`src/rtl/sprite_quad_vertex_generator_unit_defines.svh`:
```
// ----------------------------------------------------------------------------
// Sprite quad vertex generator assertion macros
// Concurrent checks clocked on aclk, disabled while aresetn is low.
// ----------------------------------------------------------------------------
`ifndef SPRITE_QUAD_VERTEX_GENERATOR_UNIT_DEFINES_SVH
`define SPRITE_QUAD_VERTEX_GENERATOR_UNIT_DEFINES_SVH
`ifndef NO_ASSERTIONS
`define SQVG_ASSERT(name, cond, msg) \
    name: assert property (@(posedge aclk) disable iff (!aresetn) (cond)) \
        else $error(msg);
`define SQVG_ASSERT_NEXT(name, ante, cons, msg) \
    name: assert property (@(posedge aclk) disable iff (!aresetn) (ante) |=> (cons)) \
        else $error(msg);
`else
`define SQVG_ASSERT(name, cond, msg)
`define SQVG_ASSERT_NEXT(name, ante, cons, msg)
`endif
`endif

```
`src/rtl/sqvg_pkg.sv`:
```
// ----------------------------------------------------------------------------
// Sprite quad vertex generator package
// Word types, pipeline control struct, constants and table helpers.
// ----------------------------------------------------------------------------
package sqvg_pkg;

    localparam int MAX_TEXTURE_DIM_DEF  = 4096;
    localparam int SINE_TABLE_DEPTH_DEF = 256;

    localparam int CFG_W      = 13;
    localparam int SCW        = 17;
    localparam int QW         = 16;
    localparam int DIV_STAGES = 4;
    localparam int DIV_STEPS  = 4;
    localparam int GW         = 49;
    localparam int ROUND_Q8   = 128;
    localparam int ROUND_Q15  = 16384;

    localparam logic [16:0]        TEX_ONE  = 17'h10000;
    localparam logic [16:0]        TEX_ZERO = 17'h00000;
    localparam logic signed [31:0] POS_MAX  = 32'sh7fffffff;
    localparam logic signed [31:0] POS_MIN  = 32'sh80000000;

    localparam logic [2:0] FIRST_K = 3'd0;
    localparam logic [2:0] LAST_K  = 3'd5;

    localparam logic REG_TEX_W = 1'b0;
    localparam logic REG_TEX_H = 1'b1;

    localparam longint POLY_C1 = 64'sd1686629713;
    localparam longint POLY_C3 = 64'sd693598669;
    localparam longint POLY_C5 = 64'sd85569306;
    localparam longint POLY_C7 = 64'sd5026995;
    localparam longint POLY_C9 = 64'sd172272;
    localparam longint ONE_Q30 = 64'sd1073741824;
    localparam longint Q15_ONE = 64'sd32768;

    typedef struct packed {
        logic [12:0]        src_x;
        logic [12:0]        src_y;
        logic [12:0]        src_w;
        logic [12:0]        src_h;
        logic signed [31:0] pos_x;
        logic signed [31:0] pos_y;
        logic signed [31:0] origin_x;
        logic signed [31:0] origin_y;
        logic [15:0]        scale_x;
        logic [15:0]        scale_y;
        logic [15:0]        angle;
        logic [1:0]         orientation;
    } in_word_t;

    typedef struct packed {
        logic signed [31:0] vertex_x;
        logic signed [31:0] vertex_y;
        logic [16:0]        tex_u;
        logic [16:0]        tex_v;
        logic [2:0]         vertex_index;
        logic               last_vertex;
    } out_word_t;

    typedef struct packed {
        logic s2_load;
        logic s3_load;
        logic s4_load;
        logic s5_load;
    } stage_ctl_t;

    function automatic longint quarter_sine(input longint t);
        longint t2;
        longint acc;
        t2  = (t * t) >>> 30;
        acc = POLY_C9;
        acc = -POLY_C7 + ((acc * t2) >>> 30);
        acc = POLY_C5 + ((acc * t2) >>> 30);
        acc = -POLY_C3 + ((acc * t2) >>> 30);
        acc = POLY_C1 + ((acc * t2) >>> 30);
        acc = (acc * t) >>> 30;
        acc = (acc + longint'(ROUND_Q15)) >>> 15;
        if (acc > Q15_ONE) acc = Q15_ONE;
        if (acc < 0) acc = 0;
        return acc;
    endfunction

    function automatic longint sin_quad(input int q, input longint a, input longint b);
        case (q)
            0:       return a;
            1:       return b;
            2:       return -a;
            default: return -b;
        endcase
    endfunction

    function automatic longint cos_quad(input int q, input longint a, input longint b);
        case (q)
            0:       return b;
            1:       return -a;
            2:       return -b;
            default: return a;
        endcase
    endfunction

    // corner code: bit0 right, bit1 bottom
    function automatic logic [1:0] corner_of(input logic [2:0] k);
        case (k)
            3'd0:    return 2'd0;
            3'd1:    return 2'd2;
            3'd2:    return 2'd1;
            3'd3:    return 2'd1;
            3'd4:    return 2'd2;
            3'd5:    return 2'd3;
            default: return 2'd0;
        endcase
    endfunction

endpackage

```
`src/rtl/sqvg_div.sv`:
```
// ----------------------------------------------------------------------------
// Texture coordinate divider
// Restoring division of n * 65536 + size / 2 by size over four stages.
// ----------------------------------------------------------------------------
module sqvg_div #(
    parameter int DW = 13
) (
    input  logic                 aclk,
    input  sqvg_pkg::stage_ctl_t ctl,
    input  logic                 in_zero,
    input  logic                 in_big,
    input  logic [DW-1:0]        in_n,
    input  logic [DW-1:0]        in_size,
    output logic [16:0]          coord
);
    import sqvg_pkg::*;

    logic [DIV_STAGES-1:0] load;
    logic [DW-1:0]         rem_reg  [DIV_STAGES];
    logic [QW-1:0]         q_reg    [DIV_STAGES];
    logic [DW-1:0]         size_reg [DIV_STAGES];
    logic                  zero_reg [DIV_STAGES];
    logic                  big_reg  [DIV_STAGES];

    assign load = {ctl.s5_load, ctl.s4_load, ctl.s3_load, ctl.s2_load};

    for (genvar j = 0; j < DIV_STAGES; j++) begin : g_stage
        logic [DW-1:0] rem_in;
        logic [QW-1:0] q_in;
        logic [DW-1:0] size_in;
        logic          zero_in;
        logic          big_in;
        logic [DW-1:0] rem_next;
        logic [QW-1:0] q_next;

        if (j == 0) begin : g_first
            assign rem_in  = in_n;
            assign q_in    = '0;
            assign size_in = in_size;
            assign zero_in = in_zero;
            assign big_in  = in_big;
        end else begin : g_rest
            assign rem_in  = rem_reg[j-1];
            assign q_in    = q_reg[j-1];
            assign size_in = size_reg[j-1];
            assign zero_in = zero_reg[j-1];
            assign big_in  = big_reg[j-1];
        end

        always_comb begin : step_comb
            logic [DW:0]   trial;
            logic [QW-1:0] half;
            half     = QW'(size_in >> 1);
            rem_next = rem_in;
            q_next   = q_in;
            for (int b = 0; b < DIV_STEPS; b++) begin
                trial = {rem_next, half[QW-1-(DIV_STEPS*j+b)]};
                if (trial >= {1'b0, size_in}) begin
                    rem_next = DW'(trial - {1'b0, size_in});
                    q_next[QW-1-(DIV_STEPS*j+b)] = 1'b1;
                end else begin
                    rem_next = trial[DW-1:0];
                end
            end
        end

        always_ff @(posedge aclk) begin
            if (load[j]) begin
                rem_reg[j]  <= rem_next;
                q_reg[j]    <= q_next;
                size_reg[j] <= size_in;
                zero_reg[j] <= zero_in;
                big_reg[j]  <= big_in;
            end
        end
    end

    assign coord = zero_reg[DIV_STAGES-1] ? TEX_ZERO :
                   big_reg[DIV_STAGES-1]  ? TEX_ONE  : {1'b0, q_reg[DIV_STAGES-1]};

endmodule

```
`config.mk`:
```
export PLATFORM = sky130hd
export DESIGN_NAME = sqvg_div
export DESIGN_NICKNAME = d
export VERILOG_FILES = /design/src/rtl/sprite_quad_vertex_generator_unit_defines.svh /design/src/rtl/sqvg_pkg.sv /design/src/rtl/sqvg_div.sv
export SDC_FILE = /design/constraint.sdc
export NUM_CORES = 1
export LEC_CHECK = 0
export ABC_AREA = 1
export BUFFER_PORTS_ARGS = -buffer_cell sky130_fd_sc_hd__buf_2
export CAP_MARGIN = 30
export CORE_UTILIZATION = 30
export DETAILED_ROUTE_END_ITERATION = 8
export HOLD_SLACK_MARGIN = 0.02
export PLACE_DENSITY_LB_ADDON = 0.15
export SLEW_MARGIN = 20
export SYNTH_ARGS = -nofsm -noshare
export SYNTH_HDL_FRONTEND = slang
export SYNTH_SLANG_ARGS = --single-unit
```
`constraint.sdc`:
```
create_clock -name aclk -period 7.7 [get_ports aclk]
set_input_delay 0.77 -clock aclk [delete_from_list [all_inputs] [get_ports aclk]]
set_output_delay 0.77 -clock aclk [all_outputs]
set_load 0.01 [all_outputs]
```
==> summary.md <==
| Metric | Value |
|---|---|
| Outcome | `complete, no violations` |
| Most frequent CP cell | `nand2_1` |
| Top cell type's share of synthesized area | `23.8%` |
| Fin. max-slew vios | `0` |
| Largest register FFs | `40` |
| Die area | `54000 um^2` |
| Iteration count of the initial detailed-routing pass | `5` |
| Fin. Hold Viols | `0` |
| Period Utilization, post-route | `between 90% and 100%` |
| Initial DRC count | `847` |
| DR vias/cell | `4.78` |
| Synth cell count leaders | `nand2_1, inv_1, ha_1` |
| Clock sink count | `126` |
| Share of flip-flops with an asynchronous set or reset | `0%` |
| # diodes | `0` |
| Largest net degree at the start of global routing | `between 40 and 50` |
| Row count | `84` |
| Register area share after synthesis | `23.8%` |
| Yosys reg bits | `about 130` |
| Initial antenna violation count | `0` |
| Slowest cell on crit path | `fa_2` |
| Io pins | `50` |
| Max Root-Sink Buffers | `2` |
| CP Class | `reg2reg` |
| Post-layout min period | `slightly above 7 ns` |
| Synth Cell Area | `15900 um^2` |
| Relative slew slack | `45.7%` |
| Vias in the first global route | `around 15k` |
| Total routed wirelength | `50.6 mm` |
| TritonCTS buffer count | `17` |
| DRC viols | `0` |
| Worst EP required | `approximately 8.0 ns` |
| FMAX | `0.139 GHz` |
| Mapped Nets | `2504` |
| CP Capture Type | `flip-flop` |
| Setup violators final | `0` |
| Largest cells by area after synthesis | `edfxtp_1, nand2_1, ha_1, inv_1, xor2_1` |
| First-pass GRT wire length | `80.5 mm` |
| Post-layout net count | `2830` |
| Die Height | `~230 um` |
| Synth area leader | `edfxtp_1` |
| H-tree levels | `4` |
| IO Port Bufs | `49` |
| Layout area overhead | `25.3%` |
| Layout Skew | `0.0177 ns` |
| Max cap viols | `0` |
| Die W | `between 200 and 250 um` |
| Final ANT Viol Nets | `0` |
| Core region area | `roughly 53000 um^2` |
| Final HPWL DP | `about 43 mm` |
| Root Driver | `clkbuf_16` |
| Post-synth EDFFs | `about 130` |
| Total congestion overflow | `0` |
| Worst Tran Pin Value | `between 0.8 and 0.9 ns` |
| TritonCTS clock tree | `done` |
| Worst setup SP type | `flip-flop` |
| Share of layout cells above drive strength 1 | `19.2%` |
| Most frequent cell after synthesis | `nand2_1` |
| Worst hold path class | `reg2reg` |
| Yosys cell types | `48` |
| CP max FO | `14` |
| Vias | `~16k` |
| Starting density of the core | `30.3%` |
| Top FF cell, synth | `edfxtp_1` |
| Final core utilization | `38.0%` |
| Yosys warnings | `0` |
| Total GRT Usage | `19.0%` |
| Slowest cell delay on critical path | `around 0.44 ns` |
| Drt wl/cell | `15.4 um` |
| Syn Inst Count | `2254` |
| Clock transition at path regs | `roughly 0.060 ns` |
| Critical path's top delay family | `simple AND/OR/NAND/NOR gates` |
| Worst-Skew Late Latency | `around 0.43 ns` |
| Mean Syn Cell Area | `7.07 um^2` |
| Routability congestion estimate | `0.881` |
| Buf/Inv on CP | `10` |
| Critical Path AT | `7.48 ns` |
==> kinds of logic (layout without fill, tap and decap cells) <==
kind of cell,after synthesis,count (layout),share of synthesized area (%)
AND/OR/NAND/NOR,1121,1123,30.5
flip-flops,126,126,23.8
XOR/XNOR,140,140,7.70
adder cells (fa/ha/maj),217,217,17.6
AO/OA/AOI/OAI,354,354,12.9
buffers and inverters,296,631,7.57
==> final timing paths <==
path                        from             end  slack (ns)  cells past startpoint
setup / recovery  size_reg[1][8]  rem_reg[2][10]        0.49                     48
hold / removal      q_reg[0][14]    q_reg[1][14]        0.42                      0
setup reg to reg  size_reg[1][8]  rem_reg[2][10]        0.49                     48
hold reg to reg     q_reg[0][14]    q_reg[1][14]        0.42                      0
==> layer usage <==
| metal | global-route usage, % | share of wire [%] |
|---|---|---|
| met1 | 24.9 | 48 |
| met2 | 33.3 | 48 |
| met3 | 1.83 | 2.6 |
| met4 | 4.21 | 1.5 |
| met5 | 0 | 0 |
==> timing repair <==
item                                    in CTS  in global routing
gates cloned                                 0                  4
gates resized for setup                      5                 94
setup buffers                                0                 26
endpoints found under the hold margin        0                  0
hold buffers                                 0                  0
endpoints found under the setup margin      14                 43
pin swaps                                    0                 27
==> area by class of cell <==
class | count | area, um^2
clock inverters | 12 | 146
repair buffers | 337 | 2560
clock buffers | 18 | 429
multi-input cells | 1834 | 11200
flip-flops and latches | 126 | 3780
fillers | 5591 | 32600
well taps | 688 | 861
inverters | 264 | 1020
==> placed cells by master, fill, tap and decap left out, drive strengths merged <==
| cell | count |
|---|---|
| o31ai | 3 |
| inv | 263 |
| nor2 | 153 |
| o311ai | 3 |
| a21o | 9 |
| a221oi | 2 |
| a31oi | 12 |
| xor2 | 84 |
| nand3 | 165 |
| nand4 | 33 |
| edfxtp | 126 |
| a31o | 1 |
| clkinvlp | 1 |
| a211oi | 2 |
| fa | 12 |
| o21bai | 16 |
| nand2 | 724 |
| o211ai | 1 |
| bufinv | 3 |
| o221ai | 2 |
| a21boi | 8 |
| buf | 335 |
| a21oi | 152 |
| ha | 205 |
| and2 | 5 |
| nor3 | 17 |
| clkbuf | 20 |
| o2111ai | 5 |
| clkinv | 9 |
| o21a | 8 |
| nand3b | 12 |
| nor4 | 1 |
| or2 | 13 |
| o21ai | 130 |
| xnor2 | 56 |
==> through the flow <==
step                      instance area [um^2]  setup TNS (ns)  hold slack (ns)  setup WS, ns  cells
after floorplan                          15900               0            0.400         0.514   2254
after global placement                   18900          -0.186            0.401       -0.0743   3218
after detailed placement                 18900           -1.28            0.405        -0.139   3218
after CTS                                19500               0            0.418       0.00676   3248
after global routing                     20000          -0.140            0.421       -0.0701   3279
final                                    20000               0            0.417         0.491   3279
Power is not shown: default switching activity piles up to over one toggle a cycle in this logic, so the estimate is an artifact.
